==> config.mk <==
export PLATFORM = sky130hd
export DESIGN_NAME = chtih_ram
export DESIGN_NICKNAME = d
export VERILOG_FILES = /design/src/sv/chtih_ram.sv
export SDC_FILE = /design/constraint.sdc
export NUM_CORES = 1
export LEC_CHECK = 0
export BUFFER_PORTS_ARGS = -buffer_cell sky130_fd_sc_hd__buf_4
export CAP_MARGIN = 20
export CORE_UTILIZATION = 43
export DETAILED_ROUTE_END_ITERATION = 6
export PLACE_DENSITY_LB_ADDON = 0.08
export RECOVER_POWER = 100
export SLEW_MARGIN = 20
export SYNTH_ARGS = -nofsm -noshare
export SYNTH_HDL_FRONTEND = slang
export SYNTH_SLANG_ARGS = --single-unit
==> constraint.sdc <==
create_clock -name clk -period 4.9 [get_ports clk]
set_input_delay 0.98 -clock clk [delete_from_list [all_inputs] [get_ports clk]]
set_output_delay 0.98 -clock clk [all_outputs]
set_load 0.01 [all_outputs]
==> src/sv/chtih_ram.sv <==
// Generic single-port-write, single-port-read RAM with registered read data.
// No dependencies.
module chtih_ram #(
	parameter int WIDTH = 32,
	parameter int DEPTH = 16,
	localparam int AW = (DEPTH > 1) ? $clog2(DEPTH) : 1
) (
	input  logic             clk,
	input  logic             wr_en,
	input  logic [AW-1:0]    wr_addr,
	input  logic [WIDTH-1:0] wr_data,
	input  logic             rd_en,
	input  logic [AW-1:0]    rd_addr,
	output logic [WIDTH-1:0] rd_data
);

	logic [WIDTH-1:0] mem_q [DEPTH];
	logic [WIDTH-1:0] rd_data_q;

	always_ff @(posedge clk) begin
		if (wr_en) begin
			mem_q[wr_addr] <= wr_data;
		end
		if (rd_en) begin
			rd_data_q <= mem_q[rd_addr];
		end
	end

	assign rd_data = rd_data_q;

endmodule

==> reports/summary.txt, run 1 <==
Post-route antenna net violation count: 0
Commonest non-fill, non-tap cell in the layout: edfxtp_1
WP data arrival: 3.79 ns
H-tree Lvls: 2
Clk Latency, worst-skew pair: 0.59 ns
Status: complete, but fails checks
Crit start category: input port
Share of layout cells above drive strength 1: 0.237
TNS Setup: 0 ns
Slew margin rel.: -1.14
Global-route wire length before repair: 66.5 mm
Setup slack after layout: 1.24 ns
Count of max-cap constraint violations: 11
Synth area leaders: edfxtp_1, mux4_2, a22oi_1
Cell Int Power: 7.89 mW
PortBufs: 74
Sequential power share: 0.535
Number of synthesis warnings: 0
Fmax: 273 MHz
Cell Area, Synth: 20200 um2
Initial drt markers: 817
Fin Clk Skew: 0.0112 ns
CTS buffer count: 56
Cell count after synthesis: 838
Vias in the first global route: 9906
Final net count: 1001
Power density over the cells: 428 nW/um2
Syn_area_per_cell: 24.1 um2
Post_cts resized: 0
Post-route DRC violation count: 0
Register area share after synthesis: 0.810
Post-synth cell types: 17
Setup crit end kind: flop
Vias: 9183
Die area: 47800 um2
Slew Limit Fails: 264
Number of fill cells: 3744
Dpl ws: 1.69 ns
Fin. Hold Viols: 0
Largest net degree at the start of global routing: 50
Net Sw Power: 1.98 mW
Max VDD drop: 0.000282 V
CTS tree: done
CTS root buf: clkbuf_16
WL/cell: 28.5 um
Starting Density: 0.434
Max FO, Critical Path: 32
Crit path required time: 5.03 ns
Share of the synthesized area in the top cell type: 0.810
Final period util: 0.748
Clock Tree Buf Depth: 3
Die Y: 219 um
Congestion Overflow GR: 0
WL final: 45.7 mm
Cell type with the largest total area after synthesis: edfxtp_1
HP Class: flop to flop
Layout area overhead: 14.2%
Setup bufs post-CTS: 0
Failing checks: max-capacitance violations, max-slew violations
IO Pins: 75
RSZ-0062 raised after global routing: false
Combinational power share: 0.045
Initial antenna violation count: 1
Static leakage power: 7.16 nW
DIE WIDTH: 219 um
Final setup fails: 0
Kind of critical path: input port to flop
Period minus WS final: 3.66 ns
Clock share of power: 0.420
Clock Sinks: 544
Post-synthesis register bit count: 544
Reg clk slew, reported paths: 0.06 ns
Hold_buf cts: 0
GP Congestion: 0.713
Tightest Pin Transition: 3.21 ns
Sw Ratio: 0.201
DP Wirelength: 24.6 mm
Syn nets: 881
Area of the multi-input gates: 3670 um2
Commonest non-fill, non-tap cells in the layout: edfxtp_1, mux4_2, clkbuf_1, a22oi_1, clkbuf_16
Total GRT Usage: 0.198
Core area: 46500 um2
Cell Rows: 79
Register Area: 16300 um2
Vias per Instance: 5.72
DR pass1 iterations: 6
-- final timing paths --
check | from | endpoint | slack, ns | cells after the start
hold reg to reg | mem_q[12][20]$_DFFE_PP_ | rd_data[20]$_DFFE_PP_ | 0.75 | 3
setup reg to reg | mem_q[8][9]$_DFFE_PP_ | rd_data[9]$_DFFE_PP_ | 3.42 | 3
setup / recovery | wr_addr[2] | mem_q[12][1]$_DFFE_PP_ | 1.24 | 4
hold / removal | mem_q[12][20]$_DFFE_PP_ | rd_data[20]$_DFFE_PP_ | 0.75 | 3
-- power by group through the flow --
stage                     Combinational (mW)  Sequential [mW]  Clock, mW
after floorplan                        0.250             5.37          0
after global placement                 0.483             5.37          0
after detailed placement               0.491             5.37          0
after CTS                              0.492             5.28       4.23
after global routing                   0.482             5.29       4.40
final                                  0.445             5.28       4.15
-- routing by layer --
layer / vias to the layer above / track usage / part of all wire
met5: - / 0 / 0
met4: 0 / 0.0646 / 0.024
met3: 68 / 0.0306 / 0.051
met2: 248 / 0.316 / 0.48
met1: 5020 / 0.281 / 0.44
li1: 3847 / - / -
-- worst max-delay path, cell delays in order --
cell,delay (ns)
clkbuf_1,0.15
nand3_1,0.23
nor3_2,0.16
clkbuf_1,2.24
-- area by class of cell --
cell class / count / share of cell area
flip-flops and latches: 544 / 0.709
multi-input cells: 251 / 0.159
clock buffers: 69 / 0.0639
well taps: 607 / 0.0330
repair buffers: 105 / 0.0216
clock inverters: 28 / 0.0131
diodes: 1 / 0.000109
-- cells by family (layout without fill, tap and decap cells) --
| kind of cell | count (synthesis) | count (layout) | synth area share |
|---|---|---|---|
| compound gates | 64 | 64 | 0.0238 |
| simple gates | 59 | 59 | 0.0125 |
| other cells | 0 | 1 | 0 |
| flops | 544 | 544 | 0.810 |
| buf+inv | 43 | 202 | 0.0110 |
| mux | 128 | 128 | 0.143 |
-- cell usage after synthesis --
| cell | count |
|---|---|
| clkbuf_1 | 17 |
| buf_1 | 9 |
| buf_4 | 11 |
| mux4_2 | 128 |
| nand3_1 | 1 |
| nor2_1 | 13 |
| nor2b_1 | 2 |
| nand2_1 | 33 |
| and2_1 | 1 |
| a22oi_1 | 64 |
| nand2b_1 | 2 |
| buf_2 | 4 |
| nor3_1 | 4 |
| nand3b_1 | 2 |
| buf_6 | 2 |
| or3b_2 | 1 |
| edfxtp_1 | 544 |
-- stage by stage --
step / util / power, mW / area, um2 / cells / hold slack [ns]
global placement: 0.466 / 5.85 / 21700 / 1507 / 0.733
floorplan: - / 5.63 / 20200 / 838 / 0.710
detailed placement: 0.466 / 5.86 / 21700 / 1507 / 0.734
global route: 0.496 / 10.2 / 23000 / 1604 / 0.764
finish: 0.496 / 9.87 / 23000 / 1605 / 0.747
CTS: 0.504 / 9.99 / 23400 / 1604 / 0.645
-- state kept, by name, indices dropped and copies added, names as in the netlist --
signal   count
mem_q      512
rd_data     32
Power figures use the tool's default switching activity.
==> inputs of run 2 (changes only) <==
Clock period 4.9 ns to 3.8 ns, I/O delays scaled along.
==> run 2 against run 1 <==
Compared with the run above:
- the flow still finishes with violations (max-capacitance violations, max-slew violations)
- cell count grew 0.50%
- non-clock buffer count did not move
- clock skew shrank 0.0026 ns
- register-to-register slack worse by 1.1 ns
- die area unchanged
- global-route usage down 0.43 points
- clock power increased by 38%
- critical path type unchanged
- critical endpoint is now rd_data[2]$_DFFE_PP_
==> reports/summary.txt, run 2 (same netlist as run 1, synthesis figures left out) <==
Static leakage power: 7.29 nW
Fin Clk Skew: 0.00862 ns
Crit start category: input port
Max incr delay on CP: 1.51 ns
Reg clk slew, reported paths: 0.06 ns
Critical Path Slowest Stage Cell: clkbuf_4
Setup crit end kind: flop
WL final: 44.9 mm
Die area: 47800 um2
RSZ-0062 raised after global routing: false
Dpl ws: 1.03 ns
CTS tree: done
Final setup fails: 0
Post-route antenna net violation count: 0
Max reg flops: 512
Post-route DRC violation count: 0
Initial drt markers: 635
Tot Pwr: 13.1 mW
Hold depth: 2
HP Class: input port to flop
WL/cell: 27.8 um
Largest net degree at the start of global routing: 129
Finished Cell Area: 23300 um2
CTS buffer count: 57
Number of fill cells: 3671
Critical Path, Cell by Cell: buf_4 > clkbuf_4 > mux4_2 > a22oi_1 > nand2_1
WP data arrival: 3.24 ns
Starting Density: 0.434
Hold path start: wr_addr[0]
Tightest Pin Transition: 3.02 ns
DP Wirelength: 22.8 mm
Die Y: 219 um
Fmax: 345 MHz
Final period util: 0.762
Vias per Instance: 5.63
Hold_buf cts: 0
N_diodes: 0
GP Congestion: 0.713
Final net count: 1002
Worst path bufs/invs: 2
Largest Register: mem_q
Share of layout cells above drive strength 1: 0.251
Failing checks: max-capacitance violations, max-slew violations
Vias in the first global route: 9767
Status: complete, but fails checks
TNS Setup: 0 ns
Vias: 9081
Global-route wire length before repair: 65.2 mm
Period minus WS final: 2.90 ns
Kind of critical path: input port to flop
Fin. Hold Viols: 0
Worst reg2reg setup slack: 2.33 ns
Total GRT Usage: 0.194
H-tree Lvls: 2
DR pass1 iterations: 5
Max FO, Critical Path: 128
Slew Limit Fails: 255
R2r worst-path depth: 3
Initial antenna violation count: 1
Placed Area: 21800 um2
PortBufs: 74
CTS root buf: clkbuf_16
Commonest non-fill, non-tap cell in the layout: edfxtp_1
FF-to-FF Start: mem_q[3][2]$_DFFE_PP_
Clock Tree Buf Depth: 3
IO Pins: 75
Crit path required time: 4.14 ns
Crit path max-delay family: buffers and inverters
Post_cts resized: 0
Setup bufs post-CTS: 0
Congestion Overflow GR: 0
Slew margin rel.: -1.01
RR Endpoint: rd_data[2]$_DFFE_PP_
Max VDD drop: 0.000298 V
Cell Rows: 79
Count of max-cap constraint violations: 9
Clk Latency, worst-skew pair: 0.60 ns
Power density over the cells: 562 nW/um2
Clock Sinks: 544
Layout area overhead: 15.6%
Commonest non-fill, non-tap cells in the layout: edfxtp_1, mux4_2, clkbuf_1, a22oi_1, clkbuf_16
Core area: 46500 um2
Hold Path End: mem_q[8][15]$_DFFE_PP_
Util after Layout: 0.502
DIE WIDTH: 219 um
Setup slack after layout: 0.903 ns
-- run 2: cell types whose count changed in the layout (fill, tap and decap cells not counted), sizes merged --
cell / before / now
clkinvlp: 1 / 2
inv: 0 / 1
bufinv: 7 / 10
buf: 24 / 23
clkinv: 20 / 24
clkbuf: 150 / 151
diode: 1 / 0
-- run 2: cell type report --
type	instances	area, um2	share of cell area
Clock inverter	37	428	0.0183
Timing Repair Buffer	105	602	0.0258
Clock buffer	69	1510	0.0649
Sequential cell	544	16300	0.700
Multi-Input combinational cell	251	3680	0.158
Tap cell	607	759	0.0326
-- run 2: worst register-to-register path: stages (launching register included) --
cell and delay [ns]:
edfxtp_1 0.38, mux4_2 0.48, a22oi_1 0.27, nand2_1 0.09
-- run 2: power breakdown --
part | internal, mW | switching (mW) | total, mW
clock | 3.50 | 2.22 | 5.71
combinational | 0.233 | 0.346 | 0.580
sequential | 6.77 | 0.0392 | 6.81
-- run 2: how the worst max path moves through the flow --
stage | startpoint | end | slack [ns] | cells past startpoint
after floorplan | wr_addr[2] | mem_q[8][0]$_DFFE_PP_ | 0.16 | 2
after global placement | rd_addr[0] | rd_data[7]$_DFFE_PP_ | 1.07 | 5
after detailed placement | rd_addr[0] | rd_data[7]$_DFFE_PP_ | 1.03 | 5
after CTS | rd_addr[0] | rd_data[7]$_DFFE_PP_ | 1.68 | 5
after global routing | rd_addr[1] | rd_data[4]$_DFFE_PP_ | 0.79 | 5
final | rd_addr[1] | rd_data[2]$_DFFE_PP_ | 0.90 | 5
-- run 2: per-stage QoR --
step / hold WS [ns] / std cells
6_report: 0.629 / 1613
5_1_grt: 0.614 / 1613
4_1_cts: 0.408 / 1613
3_5_place_dp: 0.729 / 1507
3_3_place_gp: 0.725 / 1507
2_1_floorplan: 0.710 / 838
-- run 2: metal layers --
metal / up-vias / wire (um) / track usage
li1: 3852 / - / -
met4: 2 / 799 / 0.0487
met5: - / 17 / 0
met3: 78 / 2220 / 0.0349
met2: 239 / 22700 / 0.325
met1: 4910 / 19200 / 0.262
==> inputs of run 3 (changes only) <==
Clock period 3.8 ns to 2.8 ns, I/O delays scaled along.
==> run 3 against run 2 <==
Compared with the run above:
- global-route usage grew 0.11 points
- cell count is essentially flat
- register-to-register slack lost 1.0 ns
- utilization is essentially flat
- design area is essentially flat
- total power grew 31%
- sequential share of layout area is essentially flat
- the run now ends clean
- clock skew is essentially flat
- critical endpoint is now rd_data[18]$_DFFE_PP_
- hold slack lost 0.18 ns
- critical path depth grew 1
- combinational power grew 39%
==> reports/summary.txt, run 3 (same netlist as run 1, synthesis figures left out) <==
Clk Latency, worst-skew pair: 0.59 ns
H-tree Lvls: 2
RSZ-0062 raised after global routing: false
Hold Path End: mem_q[15][24]$_DFFE_PP_
Status: complete, no violations
WL/cell: 28.0 um
CP dominant cell by count: buf_12
FF-to-FF Start: mem_q[10][18]$_DFFE_PP_
Setup crit end kind: flop
Power density over the cells: 735 nW/um2
Reg clk slew, reported paths: 0.06 ns
Hold depth: 1
Max VDD drop: 0.000411 V
Post_cts resized: 0
Final net count: 1005
Layout area overhead: 15.6%
Crit path max-delay family: buffers and inverters
Worst path bufs/invs: 3
Crit path from: rd_addr[0]
Register Area: 16300 um2
Vias in the first global route: 9725
Vias per Instance: 5.69
Count of max-cap constraint violations: 0
Static leakage power: 7.29 nW
Clock Tree Buf Depth: 3
Slew Limit Fails: 0
Crit path required time: 3.13 ns
Starting Density: 0.434
R2r worst-path depth: 3
Clock share of power: 0.414
Net Sw Power: 3.49 mW
Global-route wire length before repair: 65.1 mm
Max incr delay on CP: 0.63 ns
Critical Path Slowest Stage Cell: clkbuf_1
Share of layout cells above drive strength 1: 0.266
Tot Pwr: 17.1 mW
Vias: 9167
Fmax: 450 MHz
TNS Setup: 0 ns
Fin Clk Skew: 0.00822 ns
Max FO, Critical Path: 14
WP data arrival: 2.56 ns
Final period util: 0.794
Commonest non-fill, non-tap cell in the layout: edfxtp_1
Post-route DRC violation count: 0
Sw Ratio: 0.203
Cell Rows: 79
PortBufs: 74
Hold path start: wr_data[24]
WL final: 45.1 mm
Kind of critical path: input port to flop
Commonest non-fill, non-tap cells in the layout: edfxtp_1, mux4_2, clkbuf_1, a22oi_1, clkbuf_16
RR Endpoint: rd_data[18]$_DFFE_PP_
DP Wirelength: 22.0 mm
GP Congestion: 0.699
Hold_buf cts: 0
Finished Cell Area: 23300 um2
Tightest Pin Transition: 1.40 ns
Crit start category: input port
Cell Int Power: 13.7 mW
Post-route antenna net violation count: 0
Period minus WS final: 2.22 ns
Clock Sinks: 544
Initial antenna violation count: 1
Area of the multi-input gates: 3730 um2
N_diodes: 0
Max reg flops: 512
Sequential power share: 0.539
Largest net degree at the start of global routing: 55
Post-route insts no fill: 1612
Core area: 46500 um2
Critical Path, Cell by Cell: clkbuf_1 > buf_12 > buf_12 > mux4_2 > a22oi_1 > nand2_1
IO Pins: 75
Worst reg2reg setup slack: 1.30 ns
DIE WIDTH: 219 um
Congestion Overflow GR: 0
Number of fill cells: 3729
HP Class: input port to flop
CTS buffer count: 55
Placed Area: 22000 um2
Largest Register: mem_q
DR pass1 iterations: 5
Setup bufs post-CTS: 0
CTS tree: done
Fin. Hold Viols: 0
Placed cells: 1512
Die area: 47800 um2
CTS root buf: clkbuf_16
Final setup fails: 0
Die Y: 219 um
Slew margin rel.: 0.0641
Total GRT Usage: 0.195
Initial drt markers: 917
Final hold slack: 0.453 ns
Combinational power share: 0.047
-- run 3: cell types whose count changed in the layout (fill, tap and decap cells not counted), sizes merged --
cell    change
clkbuf      -6
buf         +6
inv         -1
bufinv      -5
clkinv      +5
-- run 3: area by class of cell --
| cell class | count | share of cell area |
|---|---|---|
| sequential | 544 | 0.701 |
| clock inverter | 36 | 0.0130 |
| clock buffer | 64 | 0.0623 |
| tap | 607 | 0.0326 |
| multi-input combinational | 251 | 0.160 |
| timing repair buffer | 110 | 0.0316 |
-- run 3: metrics by stage --
step | setup WS, ns | utilization
2_1_floorplan | -0.0680 | -
3_3_place_gp | 0.534 | 0.474
3_5_place_dp | 0.503 | 0.474
4_1_cts | 0.989 | 0.512
5_1_grt | 0.499 | 0.502
6_report | 0.577 | 0.502
-- run 3: routing by layer --
layer / share of wire / GRT usage / vias to the layer above / routed length, um
met1: 0.43 / 0.272 / 4948 / 19600
met5: 0.00022 / 0 / - / 10
li1: - / - / 3866 / -
met3: 0.057 / 0.0328 / 71 / 2590
met2: 0.49 / 0.315 / 280 / 22000
met4: 0.022 / 0.0590 / 2 / 987
-- run 3: worst max-delay path by stage --
stage / slack, ns / end / cells past startpoint
finish: 0.58 / rd_data[18]$_DFFE_PP_ / 6
CTS: 0.99 / rd_data[6] / 1
floorplan: -0.07 / mem_q[1][0]$_DFFE_PP_ / 2
global route: 0.50 / rd_data[18]$_DFFE_PP_ / 6
detailed placement: 0.50 / rd_data[18]$_DFFE_PP_ / 6
global placement: 0.53 / rd_data[18]$_DFFE_PP_ / 6
-- run 3: power by group through the flow --
stage	logic [mW]	clock network, mW	registers [mW]
global placement	0.868	0	9.39
global route	0.872	7.56	9.25
floorplan	0.439	0	9.40
CTS	0.892	7.28	9.23
detailed placement	0.890	0	9.40
finish	0.804	7.10	9.23
